File: config.mk
export PLATFORM = sky130hd
export DESIGN_NAME = tds_ram
export DESIGN_NICKNAME = d
export VERILOG_FILES = /design/src/rtl/core/tds_ram.sv
export SDC_FILE = /design/constraint.sdc
export NUM_CORES = 1
export LEC_CHECK = 0
export BUFFER_PORTS_ARGS = -buffer_cell sky130_fd_sc_hd__buf_2
export CAP_MARGIN = 10
export CORE_UTILIZATION = 59
export CTS_BUF_LIST = sky130_fd_sc_hd__clkbuf_4
export CTS_CLUSTER_SIZE = 40
export DETAILED_ROUTE_END_ITERATION = 8
export GPL_TIMING_DRIVEN = 0
export HOLD_SLACK_MARGIN = 0.02
export PLACE_DENSITY = 0.78
export SETUP_SLACK_MARGIN = 0.5
export SLEW_MARGIN = 20
export SYNTH_ARGS = -nofsm -noshare
export SYNTH_HDL_FRONTEND = slang
export SYNTH_SLANG_ARGS = --single-unit
export TNS_END_PERCENT = 10
File: constraint.sdc
create_clock -name i_clk -period 1.52 [get_ports i_clk]
set_input_delay 0 -clock i_clk [delete_from_list [all_inputs] [get_ports i_clk]]
set_output_delay 0 -clock i_clk [all_outputs]
set_load 0.03 [all_outputs]
File: src/rtl/core/tds_ram.sv
// ----------------------------------------------------------------------------
// tds_ram: generic single-write, single-read synchronous RAM
// One write port, one read port, read data registered.
// ----------------------------------------------------------------------------
`default_nettype none

module tds_ram #(
    parameter int WIDTH = 8,
    parameter int DEPTH = 64
) (
    input  wire logic                                       i_clk,
    input  wire logic                                       i_wr_en,
    input  wire logic [(DEPTH > 1 ? $clog2(DEPTH) : 1)-1:0] i_wr_addr,
    input  wire logic [WIDTH-1:0]                           i_wr_data,
    input  wire logic [(DEPTH > 1 ? $clog2(DEPTH) : 1)-1:0] i_rd_addr,
    output logic      [WIDTH-1:0]                           o_rd_data
);

    logic [WIDTH-1:0] r_mem [DEPTH];
    logic [WIDTH-1:0] r_rd_data;

    always_ff @(posedge i_clk) begin
        if (i_wr_en) begin
            r_mem[i_wr_addr] <= i_wr_data;
        end
        r_rd_data <= r_mem[i_rd_addr];
    end

    assign o_rd_data = r_rd_data;

endmodule

`default_nettype wire

---- Word level (Yosys, flattened, before mapping) ----
Memories as Yosys holds them, arrays and structs flattened. A register that Yosys moved wholly into a read port is not among the register bits.
Cells that the tools add are included.
storage, ports and cells
  register bits after elaboration ......... 0
  RAM bits ................................ 512
  bits of input ports ..................... 22
  output and inout bits ................... 8
  memories ................................ 1
cells by class
  multiplexer cells ....................... 2
memories
  memory  words  width  rd ports  clocked after memory_dff  write ports  RTL line  text
  r_mem   64     8      1         1                         1            19        logic [WIDTH-1:0] r_mem [DEPTH];
operators with widths
  operator  number
  $mux 1    2

---- Depth between registers and ports, before layout ----
  word-level depth ........................ 2
  mapped depth ............................ 9
  gate-level depth less buffers ........... 5

---- Worst setup path before layout ----
Ideal clock, no wire load.
  kind .................................... flip-flop to flip-flop
  start point ............................. memory r_mem[29][4]
  end point ............................... register r_rd_data[4], in the netlist o_rd_data[4], read port of r_mem
  library setup time ...................... 0.132 ns
  arrival time ............................ 1.560 ns
  data required time ...................... 1.388 ns
  slack ................................... -0.172 ns
  cell stages (with the launch flop) ...... 6
  path buffers ............................ 0
  period minus slack after synthesis ...... 1.692 ns
  cell sequence ........................... edfxtp_1 mux4_2 mux2_2 o221a_2 nor3_1 o32ai_1
RTL lines
  item                RTL line  text
  start: declaration  19
  end: declaration    20        logic [WIDTH-1:0] r_rd_data;

==> impl_metrics.py <==
metrics = {
    "outcome": {
        "status": "finished, violations left",
        "violations": "negative hold slack, negative setup slack",
    },
    "sta": {
        "finalWorstSetupSlack_ns": -0.540,
        "min_period_over_period_pct": 136,
        "setup_viol": 8,
        "clock_skew_ns": 0.0546,
        "worstMarginPinSlew_ns": 1.23,
        "max_freq_ghz": 0.485,
        "slew_headroom_pct": 17.7,
        "whs_ns": -0.0838,
        "fin_setup_tns_ns": -3.45,
        "maxSlewViolCount": 0,
        "hold_violations": 145,
        "rsz0062_at_grt": "true",
        "period_needed_ns": 2.06,
    },
    "detailed_routing": {
        "drt-initial-drc-count": 1401,
        "wl_per_cell_um": 29.9,
        "antenna_left": 0,
        "vias_per_cell": 6.60,
        "num_vias": 10900,
        "post-route-drc-count": 0,
        "dr.pass1.iters": 9,
        "routed_wl_mm": 49.4,
    },
    "cells_and_area": {
        "fill_cells": 1902,
        "drive_gt1_share_pct": 43.2,
        "multi_input_area_um2": 5100,
        "final_nets": 1137,
        "regArea_um2": 15500,
        "fin_cells": 1649,
        "syn2layout_area_growth_pct": 18.3,
    },
    "grt": {
        "antenna_found_initial": 1,
        "grt_start_max_net_pins": 65,
        "grt_use_total_pct": 28.6,
        "grt_pass1_vias": 11100,
        "grt-ovfl-total": 0,
        "grt_pass1_wl_mm": 70.8,
    },
    "place": {
        "io_buffers": 21,
        "placed_cells": 1409,
        "place_ws_ns": -1.31,
        "dp_hpwl_mm": 29.0,
        "gp_congestion": 0.956,
    },
    "job": {
        "drv_cap": 0,
    },
    "min_path": {
        "hold_path_depth": 3,
        "hold_class": "input pin to flop",
        "worstHoldStart": "i_wr_en",
        "worstHoldEndpoint": "r_mem[61][2]$_DFFE_PP_",
    },
    "floorplanning": {
        "core_um2": 33600,
        "ios": 30,
        "fp.dieH_um": 187,
        "die_w_um": 187,
        "die-area_um2": 34900,
        "start_util_pct": 60.0,
        "core.rowCount": 67,
    },
    "clock_tree": {
        "clockRootBuffer": "clkbuf_4",
        "cts_tree": "done",
        "clockBufferDepth": 3,
        "clk_pin_slew_ns": 0.08,
        "cts_made_buffers": 131,
        "clock-sinks": 520,
        "h-tree-depth": 4,
        "clock_latency_ns": 0.81,
    },
    "power": {
        "power_density_nw_per_um2": 1270,
        "p_leak_nw": 7.59,
        "ir_drop_uv": 1060,
        "power_mw": 30.3,
    },
    "setup_path": {
        "critPathArrivalTime_ns": 2.68,
        "crit_type": "flop to flop",
        "r2r_start": "r_mem[3][3]$_DFFE_PP_",
        "cp-start-kind": "flop",
        "reg2reg_to": "o_rd_data[3]$_DFF_P_",
        "worstRegToRegCells": 4,
        "cp-end-kind": "flop",
        "rrSetupSlack_ns": -0.54,
        "crit_fanout": 1,
        "cp.required_ns": 2.14,
    },
    "logic_synthesis": {
        "yosys_warnings": 0,
        "synthCells": 940,
        "synth_cell_types": 40,
        "yosysSeqAreaShare_pct": 77.0,
        "syn_avg_cell_area_um2": 21.5,
        "netlist_area_um2": 20200,
        "synth-seq-cells": 520,
        "syn_nets": 962,
    },
}
-- logic make-up (layout without fill, tap and decap cells) --
logic type,count (synthesis),in the layout,synth area share (%)
compound gates,54,54,2.07
buf+inv,51,311,1.57
flops,520,520,77.0
mux,162,162,15.9
other cells,0,1,0
simple gates,153,153,3.39
-- cell usage in the layout (no fill, tap or decap), types with 4 or more instances in the layout --
cell and n:
buf_12 9, o22ai_1 6, nor2_1 18, mux4_2 126, clkbuf_1 11, nor2b_1 10
a211oi_1 4, buf_6 12, nand3_4 4, clkbuf_4 196, mux2i_1 23, nand2_1 16
o221ai_1 8, nor2_2 4, nand3_1 9, dfxtp_1 5, bufinv_16 7, clkinv_1 8
buf_2 14, a221oi_1 4, nand2b_1 7, mux2_2 11, dlygate4sd3_1 11, nor3_4 4
nor2_4 61, buf_4 20, edfxtp_1 512, nor2b_4 4
-- synth_stat cells (all sizes together) --
| master | instances | area (µm²) |
|---|---|---|
| a31oi | 1 | 6.26 |
| mux2 | 13 | 146 |
| dfxtp | 8 | 160 |
| o221ai | 8 | 70.1 |
| o2bb2ai | 3 | 26.3 |
| nand4 | 2 | 12.5 |
| nand3b | 3 | 22.5 |
| and2 | 1 | 6.26 |
| o21ai | 4 | 20.0 |
| mux2i | 23 | 230 |
| nor4 | 2 | 12.5 |
| nor2b | 14 | 87.6 |
| edfxtp | 512 | 15400 |
| clkbuf | 17 | 63.8 |
| a22oi | 3 | 22.5 |
| a221oi | 6 | 52.6 |
| nor2 | 83 | 312 |
| a211oi | 4 | 30.0 |
| o2111ai | 3 | 26.3 |
| o311ai | 1 | 8.76 |
| a2111oi | 2 | 17.5 |
| nand2b | 7 | 43.8 |
| nand3 | 13 | 65.1 |
| mux4 | 126 | 2840 |
| nand4b | 1 | 8.76 |
| nand2 | 19 | 71.3 |
| o221a | 2 | 22.5 |
| buf | 34 | 253 |
| or3 | 1 | 6.26 |
| o32ai | 2 | 17.5 |
| o41ai | 2 | 17.5 |
| nor3 | 7 | 35.0 |
| a21oi | 3 | 15.0 |
| o22ai | 8 | 50.1 |
| o21a | 2 | 15.0 |
-- per-stage QoR --
step | util (%) | hold WS (ns) | cell area, µm²
floorplan | - | 0.0989 | 20300
global placement | 62.5 | 0.435 | 21000
detailed placement | 62.5 | 0.434 | 21000
CTS | 69.3 | -0.257 | 23300
global route | 71.0 | -0.149 | 23900
finish | 71.0 | -0.0838 | 23900
-- flip-flops by register name, indices dropped and copies added, names as in the netlist --
register / flops
o_rd_data: 8
r_mem: 512
-- report_power, final --
group	switching, mW	leakage (nW)	internal, mW
combinational	1.20	1.88	0.721
clock	5.47	1.03	7.03
sequential	0.0390	4.67	15.9
total	6.71	7.59	23.6
-- what timing repair did --
action,4_1_cts,5_1_grt
pin swaps,6,33
setup buffers,0,5
setup endpoints to repair,432,528
gates resized for setup,122,94
endpoints found under the hold margin,452,609
hold buffers,10,6
-- metal layers --
metal / global-route usage (%) / part of all wire, % / up-vias
met5: 0 / 0 / -
met4: 12.7 / 4.3 / 0
met3: 8.74 / 12 / 179
met2: 44.5 / 48 / 829
met1: 37.8 / 35 / 5500
li1: - / - / 4381
-- worst max-delay path, cell delays in order, from the launching register on --
cell	delay [ns]
edfxtp_1	0.38
mux4_2	0.48
nor2b_1	0.17
a2111oi_2	0.59
o41ai_2	0.24
-- layout make-up --
class	count	area share (%)
antenna	1	0.0105
clock inverter	23	1.24
buffer	51	1.81
sequential	520	65.1
multi-input combinational	369	21.4
tap	448	2.35
clock buffer	195	6.14
timing repair buffer	42	1.91
-- how the worst max path moves through the flow --
stage	from	end	cells past startpoint
6_report	r_mem[3][3]$_DFFE_PP_	o_rd_data[3]$_DFF_P_	4
5_1_grt	i_rd_addr[2]	o_rd_data[3]$_DFF_P_	7
4_1_cts	r_mem[50][3]$_DFFE_PP_	o_rd_data[3]$_DFF_P_	4
3_5_place_dp	i_rd_addr[2]	o_rd_data[3]$_DFF_P_	7
3_3_place_gp	i_rd_addr[2]	o_rd_data[3]$_DFF_P_	7
2_1_floorplan	r_mem[21][4]$_DFFE_PP_	o_rd_data[4]$_DFF_P_	5
(Power assumes the default switching activity.)
