--- src/rtl/core/tds_pkg.sv ---
// ----------------------------------------------------------------------------
// tds_pkg: shared types and constants for the timestamp descending sorter
// Field widths, default capacity and the scan control bundle.
// ----------------------------------------------------------------------------
`default_nettype none

package tds_pkg;

    localparam int MAX_ENTRIES_DEF = 64;
    localparam int TAG_W           = 16;
    localparam int KEY_W           = 64;
    localparam int ENTRY_W         = TAG_W + KEY_W;

    // control from the sequencer to the max-search unit
    typedef struct packed {
        logic start;      // begin a new search pass, forget current best
        logic cmp_vld;    // read data from the store is valid this cycle
        logic mark;       // current best was delivered, retire it
        logic clear_done; // run finished, forget all retired entries
    } t_scan_ctl;

endpackage

`default_nettype wire

--- src/rtl/core/tds_scan.sv ---
// ----------------------------------------------------------------------------
// tds_scan: max-search unit over the entry store
// Keeps the newest entry seen in the current pass among those that sort after
// the last delivered one (key descending, then slot ascending). Strict compare
// keeps the earliest on ties.
// ----------------------------------------------------------------------------
`default_nettype none

module tds_scan #(
    parameter int AW = 6
) (
    input  wire logic                          i_clk,
    input  wire logic                          i_rst_n,
    input  wire tds_pkg::t_scan_ctl            i_ctl,
    input  wire logic [AW-1:0]                 i_cmp_idx,
    input  wire logic [tds_pkg::TAG_W-1:0]     i_rd_tag,
    input  wire logic [tds_pkg::KEY_W-1:0]     i_rd_key,
    output logic      [tds_pkg::TAG_W-1:0]     o_best_tag,
    output logic      [tds_pkg::KEY_W-1:0]     o_best_key
);

    logic                          r_have_last;
    logic [tds_pkg::KEY_W-1:0]     r_last_key;
    logic [AW-1:0]                 r_last_idx;
    logic                          r_have;
    logic [tds_pkg::KEY_W-1:0]     r_best_key;
    logic [tds_pkg::TAG_W-1:0]     r_best_tag;
    logic [AW-1:0]                 r_best_idx;
    logic                          eligible;
    logic                          take;

    // not yet delivered: sorts strictly after the last delivered entry
    assign eligible = !r_have_last ||
                      ($signed(i_rd_key) < $signed(r_last_key)) ||
                      ((i_rd_key == r_last_key) && (i_cmp_idx > r_last_idx));

    assign take = i_ctl.cmp_vld && eligible &&
                  (!r_have || ($signed(i_rd_key) > $signed(r_best_key)));

    always_ff @(posedge i_clk) begin
        if (!i_rst_n) begin
            r_have_last <= 1'b0;
            r_have      <= 1'b0;
        end else begin
            if (i_ctl.clear_done) begin
                r_have_last <= 1'b0;
            end else if (i_ctl.mark) begin
                r_have_last <= 1'b1;
            end
            if (i_ctl.start) begin
                r_have <= 1'b0;
            end else if (take) begin
                r_have <= 1'b1;
            end
        end
    end

    always_ff @(posedge i_clk) begin
        if (take) begin
            r_best_key <= i_rd_key;
            r_best_tag <= i_rd_tag;
            r_best_idx <= i_cmp_idx;
        end
        if (i_ctl.mark) begin
            r_last_key <= r_best_key;
            r_last_idx <= r_best_idx;
        end
    end

    assign o_best_tag = r_best_tag;
    assign o_best_key = r_best_key;

endmodule

`default_nettype wire
--- config.mk ---
export PLATFORM = sky130hd
export DESIGN_NAME = tds_scan
export DESIGN_NICKNAME = d
export VERILOG_FILES = /design/src/rtl/core/tds_pkg.sv /design/src/rtl/core/tds_scan.sv
export SDC_FILE = /design/constraint.sdc
export NUM_CORES = 1
export LEC_CHECK = 0
export BUFFER_PORTS_ARGS = -buffer_cell sky130_fd_sc_hd__buf_4
export CAP_MARGIN = 30
export CORE_MARGIN = 5
export CORE_UTILIZATION = 45
export CTS_BUF_LIST = sky130_fd_sc_hd__clkbuf_2 sky130_fd_sc_hd__clkbuf_4 sky130_fd_sc_hd__clkbuf_8
export DETAILED_ROUTE_END_ITERATION = 8
export GPL_ROUTABILITY_DRIVEN = 1
export PLACE_DENSITY = 0.77
export SLEW_MARGIN = 5
export SYNTH_ARGS = -nofsm -noshare
export SYNTH_HDL_FRONTEND = slang
export SYNTH_SLANG_ARGS = --single-unit
--- constraint.sdc ---
create_clock -name i_clk -period 5.3 [get_ports i_clk]
set_input_delay 1.06 -clock i_clk [delete_from_list [all_inputs] [get_ports i_clk]]
set_output_delay 1.06 -clock i_clk [all_outputs]
set_load 0.02 [all_outputs]
Word-level counts from Yosys, hierarchy flattened
Index checks and enable logic that the tools add are counted.
{ "totals": {"register_bits": 158, "in_bits": 92, "word_cells": 22} }
{ "op_classes": {"magnitude_cmp": 3, "n_eq_ne": 1, "n_bitwise": 1, "n_reduce_logical": 10} }
{ "ops": {"columns": ["operator", "count"], "rows": [
  ["$eq 64x64->1", 1],
  ["$gt 64x64->1", 1],
  ["$lt 64x64->1", 1],
  ["$gt 6x6->1", 1],
  ["$reduce_or 2->1", 2],
  ["$logic_and 1x1->1", 3],
  ["$logic_or 1x1->1", 3],
  ["$logic_not 1->1", 2],
  ["$not 1->1", 1]
]} }

Longest topological paths before layout
Gate-level depths: netlist (run 1).
{ "depth": {"depth_word": 5, "depth_mapped": 10, "ltp_nobuf": 10} }

Worst setup path after synthesis (run 1)
OpenSTA, ideal clock, no wires.
{ "synth_path": {"path_type": "in2reg", "startpoint": "input i_rd_key[41] (netlist bit)", "endpoint": "register r_best_key, in the netlist o_best_key[0], enable pin", "t_arrival_ns": 4.792, "path_slack_ns": 0.056, "path_stages": 9, "path_buffers": 0, "path_cell_list": "ha_1 a21o_1 nand3_2 a21oi_2 o31a_1 or4_4 a211oi_4 xnor2_1 o2111a_1"} }
{ "synth_between": {"elab_chain_len": 5, "elab_cells_between_ends": 9} }
{ "synth_rtl": {"columns": ["item", "line", "text"], "rows": [
  ["start, declared", "tds_scan.sv:17", "input wire logic [tds_pkg::KEY_W-1:0] i_rd_key,"],
  ["$lt 64x64->1 or $eq 64x64->1 (tied branches)", "tds_scan.sv:34, tds_scan.sv:35", null],
  ["$logic_or 1x1->1 or $logic_and 1x1->1 (tied branches)", "tds_scan.sv:33, tds_scan.sv:35", null],
  ["$logic_or 1x1->1", "tds_scan.sv:34", "($signed(i_rd_key) < $signed(r_last_key)) ||"],
  ["$logic_and 1x1->1", "tds_scan.sv:37", "assign take = i_ctl.cmp_vld && eligible &&"],
  ["$logic_and 1x1->1 (*)", "tds_scan.sv:37", null],
  ["named net take", "tds_scan.sv:30", "logic take;"],
  ["end signal, assigned", "tds_scan.sv:60", "r_best_key <= i_rd_key;"],
  ["end, declared", "tds_scan.sv:26", "logic [tds_pkg::KEY_W-1:0] r_best_key;"]
]} }
The timed path passes the listed nets; every way through them passes the cells marked *.
A chain may end at the register's enable or synchronous reset.

Final worst setup path (run 1)
{ "layout_path": {"startpoint": "input i_rd_key[63] (netlist bit)", "endpoint": "register r_best_key, in the netlist o_best_key[63], enable pin"} }
Same word-level chain as after synthesis.

==> results of run 1 <==
cell usage in the layout, fill, tap and decap left out, types with 12 or more instances in the layout:
cell / synthesis / final
buf_4: 0 / 172
edfxtp_1: 156 / 156
ha_1: 134 / 134
inv_1: 133 / 133
a21oi_1: 46 / 46
nand2_1: 30 / 30
nand4_1: 25 / 25
clkbuf_8: 0 / 17
nor2_1: 13 / 13
nand3_1: 13 / 13
a21o_1: 13 / 13
o21ai_0: 12 / 12
registers in the layout, indices dropped and copies added (netlist names):
register / cells
r_last_idx: 6
r_last_key: 64
o_best_tag: 16
r_have_last: 1
r_best_idx: 6
r_have: 1
o_best_key: 64
cells by family after synthesis:
| family | synth area share, % |
|---|---|
| XOR/XNOR | 0.107 |
| flip-flops | 57.7 |
| AND/OR/NAND/NOR | 7.21 |
| AO/OA/AOI/OAI | 8.35 |
| buffers and inverters | 6.09 |
| adder cells (fa/ha/maj) | 20.5 |
| multiplexers | 0.122 |
where the power goes:
group / leakage (nW) / switching, mW / internal (mW)
Clock: 0.180 / 0.475 / 0.378
Sequential: 1.53 / 0.0435 / 1.48
Combinational: 3.02 / 0.290 / 0.226
routing by layer:
metal	up-vias	share of wire [%]	GRT usage, %
met5	-	0	0
met4	0	1.3	4.43
met3	16	4.5	4.40
met2	125	48	28.2
met1	2580	46	21.9
li1	2717	-	-
layout make-up:
cell class / instances / area (sq um)
fill: 1488 / 7770
sequential: 158 / 4720
multi-input combinational: 352 / 2980
timing repair buffer: 174 / 1340
inverter: 133 / 499
tap: 229 / 287
clock buffer: 17 / 234
clock inverter: 14 / 134
through the flow:
step	instances	total power, mW	setup WS [ns]	hold slack [ns]
global placement	1045	2.06	0.730	0.403
finish	1077	2.90	1.24	0.427
detailed placement	1045	2.07	0.651	0.407
floorplan	643	1.83	0.0565	0.400
global route	1077	3.06	1.03	0.439
CTS	1076	2.93	1.21	0.427
worst min path at each step:
stage,to,slack (ns),depth (start not counted)
floorplan,r_last_idx[0],0.40,0
CTS,r_last_idx[5],0.43,0
global route,r_last_idx[5],0.44,0
detailed placement,r_last_idx[4],0.41,0
finish,r_last_idx[4],0.43,0
global placement,r_last_idx[2],0.40,0
==> out/results.tsv, run 1 <==
metric	value	unit
min_period_over_period	76.5	%
worstReg2RegEnd	o_best_key[63]	
post-route-util	56.8	%
worstMarginPinSlew	0.604	ns
io_buffers	171	
core-area	18000	sq um
clock_path_buffers	2	
yosysTopAreaCellShare	57.2	%
rsz0062_at_grt	no	
slew_violations	0	
cts.sinks	158	
max_stage_delay	0.63	ns
hpwl	13700	um
cts_resized	0	
grt_pass1_vias	5716	
antenna_cells	0	
ioPinCount	172	
route.detailed.drc	0	
ys_ff_latch	158	
synth-main-ff-cell	edfxtp_1	
max_slew_margin	59.7	%
r2r-start	r_last_key[63]	
powerDensity	284	nW/um^2
htree_levels	4	
grtUsageTotal	16.9	%
worstHoldStart	r_best_idx[4]	
final_area	10200	sq um
first_pass_iters	5	
crit_type	input port to flop	
die-area	21000	sq um
syn_area_per_cell	12.7	sq um
routed_wl	17500	um
layout.nets	1062	
synth.area.top_cells	edfxtp_1 57%, ha_1 20%, inv_1 6.1%, a21oi_1 2.8%, nand4_1 1.9%	
grt_pass1_wl	28600	um
endpoint	o_best_key[63]	
antenna_left	0	
cts_hold_buffers	0	
seq_area_frac_synth	57.7	%
crit_fanout	48	
initialDrtViolationCount	236	
clock-skew-final	0.00949	ns
gp_congestion	0.815	
vias	5438	
crit_buf_inv	2	
min_period	4.06	ns
post-synth-top-area-cell	edfxtp_1	
endpoint_kind	flop	
outcome	finished, final reports clean	
synth_enable_flop_cells	156	
maxCapViolCount	0	
hold_viol	0	
gr-total-overflow	0	
cts_setup_buffers	0	
cp.depth	11	
rows	49	
synth.distinct_cells	46	
clk_pin_slew	0.09	ns
wl_per_cell	16.2	um
root_buffer	clkbuf_8	
cp-startpoint	i_rd_key[63]	
netlist_instances	643	
tritoncts	done	
cp.required	5.43	ns
area_delta_synth_final	24.4	%
grt_max_degree	72	
total_leakage_power	4.73	nW
r2r_cells	11	
cpMaxStageDelayCell	o2111a_4	
cp-start-kind	input port	
cp_top_family	simple AND/OR/NAND/NOR gates	
hp-class	flop to flop	
die_h	145	um
die_w	145	um
synthesis.area	8190	sq um
max_freq	0.247	GHz
setup_viol	0	
syn_nets	869	
yosys_warnings	0	
reg2reg_slack	1.62	ns
netlist_top_cells_count	156 x edfxtp_1, 134 x ha_1, 133 x inv_1, 46 x a21oi_1, 30 x nand2_1	
fin_tns_setup	0	ns
clk_latency	0.45	ns
post_dp_cell_area	9800	sq um
numCtsBuffers	17	
drive_gt1_share	25.4	%
peakVddDrop	159	uV
start_util	45.6	%
async_reset_ff_share	0	%
yosysMostFrequentCell	edfxtp_1	
crit_arrival	4.19	ns
antenna_found_initial	0	
crit_chain	buf_4 > ha_1 > nand4_1 > nor4_1 > and2_2 > nand3_2 > a21oi_1 > a211oi_4 > xnor2_1 > o2111a_4 > buf_12	
viasPerCell	5.05	
Power figures use the tool's default switching activity.
==> run 2: changes to the inputs <==
Settings changed: PLACE_DENSITY 0.77 to 0.75.
Clock period 5.3 ns to 4.1 ns, I/O delays scaled along.
==> run 2 against run 1 <==
Cell area grew 0.63%. Via count fell by 0.18%. Worst hold slack worse by 0.00057 ns. Largest cell class unchanged. Highest routed layer unchanged.
==> out/results.tsv, run 2 (same netlist as run 1, synthesis figures left out) <==
metric	value	unit	change
outcome	finished, final reports clean		
route.detailed.drc	0		unchanged
maxCapViolCount	0		unchanged
ioPinCount	172		unchanged
total_leakage_power	4.77	nW	+0.66%
wl_per_cell	16.4	um	+1.3%
worstReg2RegEnd	o_best_key[18]		
hold_viol	0		unchanged
crit_arrival	3.44	ns	-0.75 ns
cts.sinks	158		unchanged
grt_pass1_vias	5642		-1.3%
crit_path_frequent_cell	buf_4		
min_period	3.36	ns	
r2r_cells	10		-1
totalPowerFinal	3.88	mW	+34%
layout.nets	1065		+0.28%
cts_resized	0		unchanged
peakVddDrop	328	uV	+110%
cp.required	4.18	ns	-1.25 ns
max_stage_delay	0.53	ns	-0.10 ns
crit_fanout	34		-29%
hp-class	flop to flop		
powerDensity	378	nW/um^2	+33%
fin_tns_setup	0	ns	unchanged
crit_chain	buf_4 > ha_1 > a21oi_1 > nor2_1 > a211oi_2 > o21ai_0 > or4_4 > a211oi_4 > xnor2_1 > o2111a_2 > buf_4		
fillers	1519		+2.1%
cts_setup_buffers	0		unchanged
post_dp_cell_area	9820	sq um	+0.15%
hold_slack	0.426	ns	-0.000571 ns
hold_depth	0		unchanged
dpl.cell_count	1048		+0.29%
cp-start-kind	input port		
clk_pin_slew	0.09	ns	about the same
vias	5428		-0.18%
start_util	45.6	%	unchanged
cpMaxStageDelayCell	or4_4		
crit_type	input port to flop		
tritoncts	done		
die_w	145	um	unchanged
die_h	145	um	unchanged
final_cell_mix	175 x buf_4, 156 x edfxtp_1, 134 x ha_1		
whs_endpoint	r_last_idx[2]		
antenna_left	0		unchanged
io_buffers	171		unchanged
clk_latency	0.44	ns	about the same
routed_wl	17800	um	+1.7%
grt_pass1_wl	28700	um	+0.22%
area_delta_synth_final	25.2	%	
worstMarginPinSlew	0.486	ns	-0.118 ns
crit_buf_inv	2		unchanged
fin_cells	1081		+0.37%
core-area	18000	sq um	unchanged
die-area	21000	sq um	unchanged
rows	49		unchanged
drive_gt1_share	25.8	%	+0.47 points
worstHoldStart	r_best_idx[2]		
grtUsageTotal	16.9	%	+0.044 points
min_period_over_period	82.0	%	
antenna_cells	0		unchanged
clock_path_buffers	2		unchanged
gp_congestion	0.809		-0.74%
root_buffer	clkbuf_8		
rsz0062_at_grt	no		
setup_viol	0		unchanged
endpoint_kind	flop		
final_area	10300	sq um	+0.63%
max_freq	0.297	GHz	
gr-total-overflow	0		unchanged
slew_violations	0		unchanged
antenna_found_initial	0		unchanged
cts_hold_buffers	0		unchanged
viasPerCell	5.02		-0.55%
hpwl	13900	um	+1.5%
final_common_cell	buf_4		
initialDrtViolationCount	234		-0.85%
clock-skew-final	0.0159	ns	+0.00640 ns
reg2reg_slack	0.88	ns	-0.74 ns
htree_levels	4		unchanged
cp_top_family	compound AO/OA/AOI/OAI gates		
max_slew_margin	67.6	%	+7.9 points
r2r-start	o_best_key[11]		
first_pass_iters	5		unchanged
numCtsBuffers	17		unchanged
grt_max_degree	72		unchanged
run 2: layout make-up:
cell class,instances,area (sq um),share of cell area [%]
Multi-Input combinational cell,352,2970,29.0
Clock inverter,14,183,1.78
Timing Repair Buffer,177,1350,13.2
Sequential cell,158,4720,46.0
Tap cell,229,287,2.79
Inverter,133,499,4.87
Clock buffer,18,241,2.35
run 2: per-stage QoR:
stage / utilization [%] / setup slack, ns
6_report: 57.1 / 0.738
5_1_grt: 57.1 / 0.616
4_1_cts: 57.0 / 0.775
3_5_place_dp: 54.6 / 0.294
3_3_place_gp: 54.6 / 0.227
2_1_floorplan: - / 0.000930
run 2: where the power goes:
group	internal [mW]	switching [mW]	total, mW	leakage, nW
Clock	0.621	0.612	1.23	0.203
Combinational	0.293	0.377	0.670	3.03
Sequential	1.92	0.0574	1.97	1.53
run 2: how the worst max path moves through the flow:
| stage | cells past startpoint | to | slack (ns) | from |
|---|---|---|---|---|
| after floorplan | 9 | o_best_key[0] | 0.0009 | i_rd_key[41] |
| after global placement | 11 | o_best_key[38] | 0.23 | i_rd_key[14] |
| after detailed placement | 11 | o_best_key[37] | 0.29 | i_rd_key[57] |
| after CTS | 11 | o_best_key[18] | 0.77 | i_rd_key[57] |
| after global routing | 9 | o_best_key[17] | 0.62 | i_rd_key[63] |
| final | 11 | o_best_key[18] | 0.74 | i_rd_key[57] |
run 2: routing by layer:
layer  up-vias  global-route usage (%)  wire length [um]
met2       133                    28.2              8610
li1       2733                       -                 -
met4         0                    4.10               139
met1      2552                    21.9              8120
met5         -                       0                 0
met3        10                    4.83               897
==> run 3: changes to the inputs <==
Clock period 4.1 ns to 3.5 ns, I/O delays scaled along.
==> run 3 against run 2 <==
Utilization up 0.45 points. Clock skew down 0.0043 ns. Worst hold slack worse by 0.016 ns. Critical path depth down 1. Clock power up 9.8%. Routed wire length up 1.3%. Cell area up 0.78%. Final cell count up 0.37%. Critical path type is now flop to flop. Largest cell class unchanged. Largest power group unchanged. Highest routed layer unchanged.
==> out/results.tsv, run 3 (same netlist as run 1, synthesis figures left out) <==
metric	value	unit	change
crit_arrival	3.23	ns	-0.21 ns
die_w	145	um	unchanged
area_delta_synth_final	26.2	%	
crit_fanout	51		+50%
multi_input_area	3040	sq um	+2.2%
rows	49		unchanged
powerDensity	432	nW/um^2	+14%
clock-skew-final	0.0116	ns	-0.00434 ns
slew_violations	0		unchanged
cpMaxStageDelayCell	or4_1		
grt_max_degree	72		unchanged
cts_hold_buffers	0		unchanged
post-route-util	57.6	%	+0.45 points
start_util	45.6	%	unchanged
max_freq	0.323	GHz	
cts_setup_buffers	0		unchanged
cp.required	3.63	ns	-0.55 ns
final_cell_mix	178 x buf_4, 156 x edfxtp_1, 133 x inv_1		
vias	5509		+1.5%
max_stage_delay	0.57	ns	+0.04 ns
min_period	3.10	ns	
initialDrtViolationCount	325		+39%
rsz0062_at_grt	no		
gp_congestion	0.787		-2.7%
detailedPlace.worstSlack	-0.0659	ns	-0.360 ns
peakVddDrop	251	uV	-23%
antenna_left	0		unchanged
ioPinCount	172		unchanged
outcome	finished, final reports clean		
max_slew_margin	65.2	%	-2.4 points
first_pass_iters	4		-1
dpl.cell_count	1052		+0.38%
clk_pin_slew	0.10	ns	about the same
maxCapViolCount	0		unchanged
tritoncts	done		
die-area	21000	sq um	unchanged
endpoint_kind	flop		
fin_cells	1085		+0.37%
antenna_cells	0		unchanged
numCtsBuffers	17		unchanged
min_period_over_period	88.4	%	
final_area	10300	sq um	+0.78%
route.detailed.drc	0		unchanged
gr-total-overflow	0		unchanged
drive_gt1_share	27.0	%	+1.2 points
hold_viol	0		unchanged
crit_type	flop to flop		
hp-class	input port to flop		
grt_pass1_wl	28900	um	+0.72%
final_common_cell	buf_4		
grtUsageTotal	17.1	%	+0.16 points
hpwl	13900	um	about the same
clock_path_buffers	2		unchanged
root_buffer	clkbuf_8		
worstMarginPinSlew	0.510	ns	+0.0234 ns
core-area	18000	sq um	unchanged
antenna_found_initial	0		unchanged
total_leakage_power	4.79	nW	+0.56%
fillers	1510		-0.59%
cts.sinks	158		unchanged
post_dp_cell_area	9920	sq um	+1.1%
setup_viol	0		unchanged
worst_slack	0.405	ns	-0.333 ns
viasPerCell	5.08		+1.1%
grt_pass1_vias	5708		+1.2%
wl_per_cell	16.6	um	+0.92%
crit_chain	inv_1 > ha_1 > nand4_1 > or4_1 > a21oi_1 > nor3_1 > o221ai_1 > mux2i_1 > o2111a_2 > buf_12		
htree_levels	4		unchanged
die_h	145	um	unchanged
clk_latency	0.46	ns	+0.02 ns
layout.nets	1069		+0.38%
routed_wl	18000	um	+1.3%
io_buffers	171		unchanged
register_area	4720	sq um	unchanged
cts_resized	0		unchanged
cp-start-kind	flop		
==> run 3: cell types whose count changed in the layout (fill, tap and decap cells not counted), sizes merged <==
| cell | previous run | this run |
|---|---|---|
| buf | 177 | 181 |
| bufinv | 3 | 0 |
| clkbuf | 18 | 17 |
| clkinvlp | 4 | 1 |
| inv | 137 | 144 |
==> run 3: worst max-delay path: cells and delay by family (launching register included) <==
| family | cells | cell delay [ns] |
|---|---|---|
| fa+ha+maj | 1 | 0.31 |
| simple gates | 3 | 0.80 |
| buf+inv | 2 | 0.33 |
| compound gates | 3 | 0.65 |
| flops | 1 | 0.40 |
| mux | 1 | 0.21 |
==> run 3: cell type report <==
cell class              count  area share [%]
repair buffers            181            13.5
flip-flops and latches    158            45.7
inverters                 133            4.83
multi-input cells         352            29.4
clock buffers              17            2.26
well taps                 229            2.77
clock inverters            15            1.57
==> run 3: through the flow <==
step           total power, mW  TNS (ns)  hold WS, ns
3_5_place_dp              3.16     -3.16        0.406
2_1_floorplan             2.78    -30.47        0.400
3_3_place_gp              3.14     -1.86        0.402
6_report                  4.46         0        0.410
5_1_grt                   4.72         0        0.358
4_1_cts                   4.53         0        0.370
==> run 3: worst paths after layout <==
kind                            slack (ns)             end      startpoint  cells past startpoint
worst max-delay path                  0.40  o_best_key[35]  o_best_key[11]                     10
worst min register to register        0.43   r_last_idx[1]   r_best_idx[1]                      0
worst max register to register        0.40  o_best_key[35]  o_best_key[11]                     10
worst min-delay path                  0.41   o_best_tag[1]     i_rd_tag[1]                      1
==> run 3: power by group <==
part / internal [mW] / leakage, nW / total, mW / switching (mW)
registers: 2.24 / 1.53 / 2.31 / 0.0690
clock network: 0.545 / 0.201 / 1.35 / 0.810
logic: 0.351 / 3.06 / 0.796 / 0.445
==> run 3: routing by layer <==
metal | global-route usage [%] | up-vias | part of all wire, %
li1 | - | 2742 | -
met1 | 22.6 | 2600 | 45
met2 | 27.5 | 150 | 47
met3 | 5.05 | 17 | 6.9
met4 | 4.71 | 0 | 1.1
met5 | 0 | - | 0
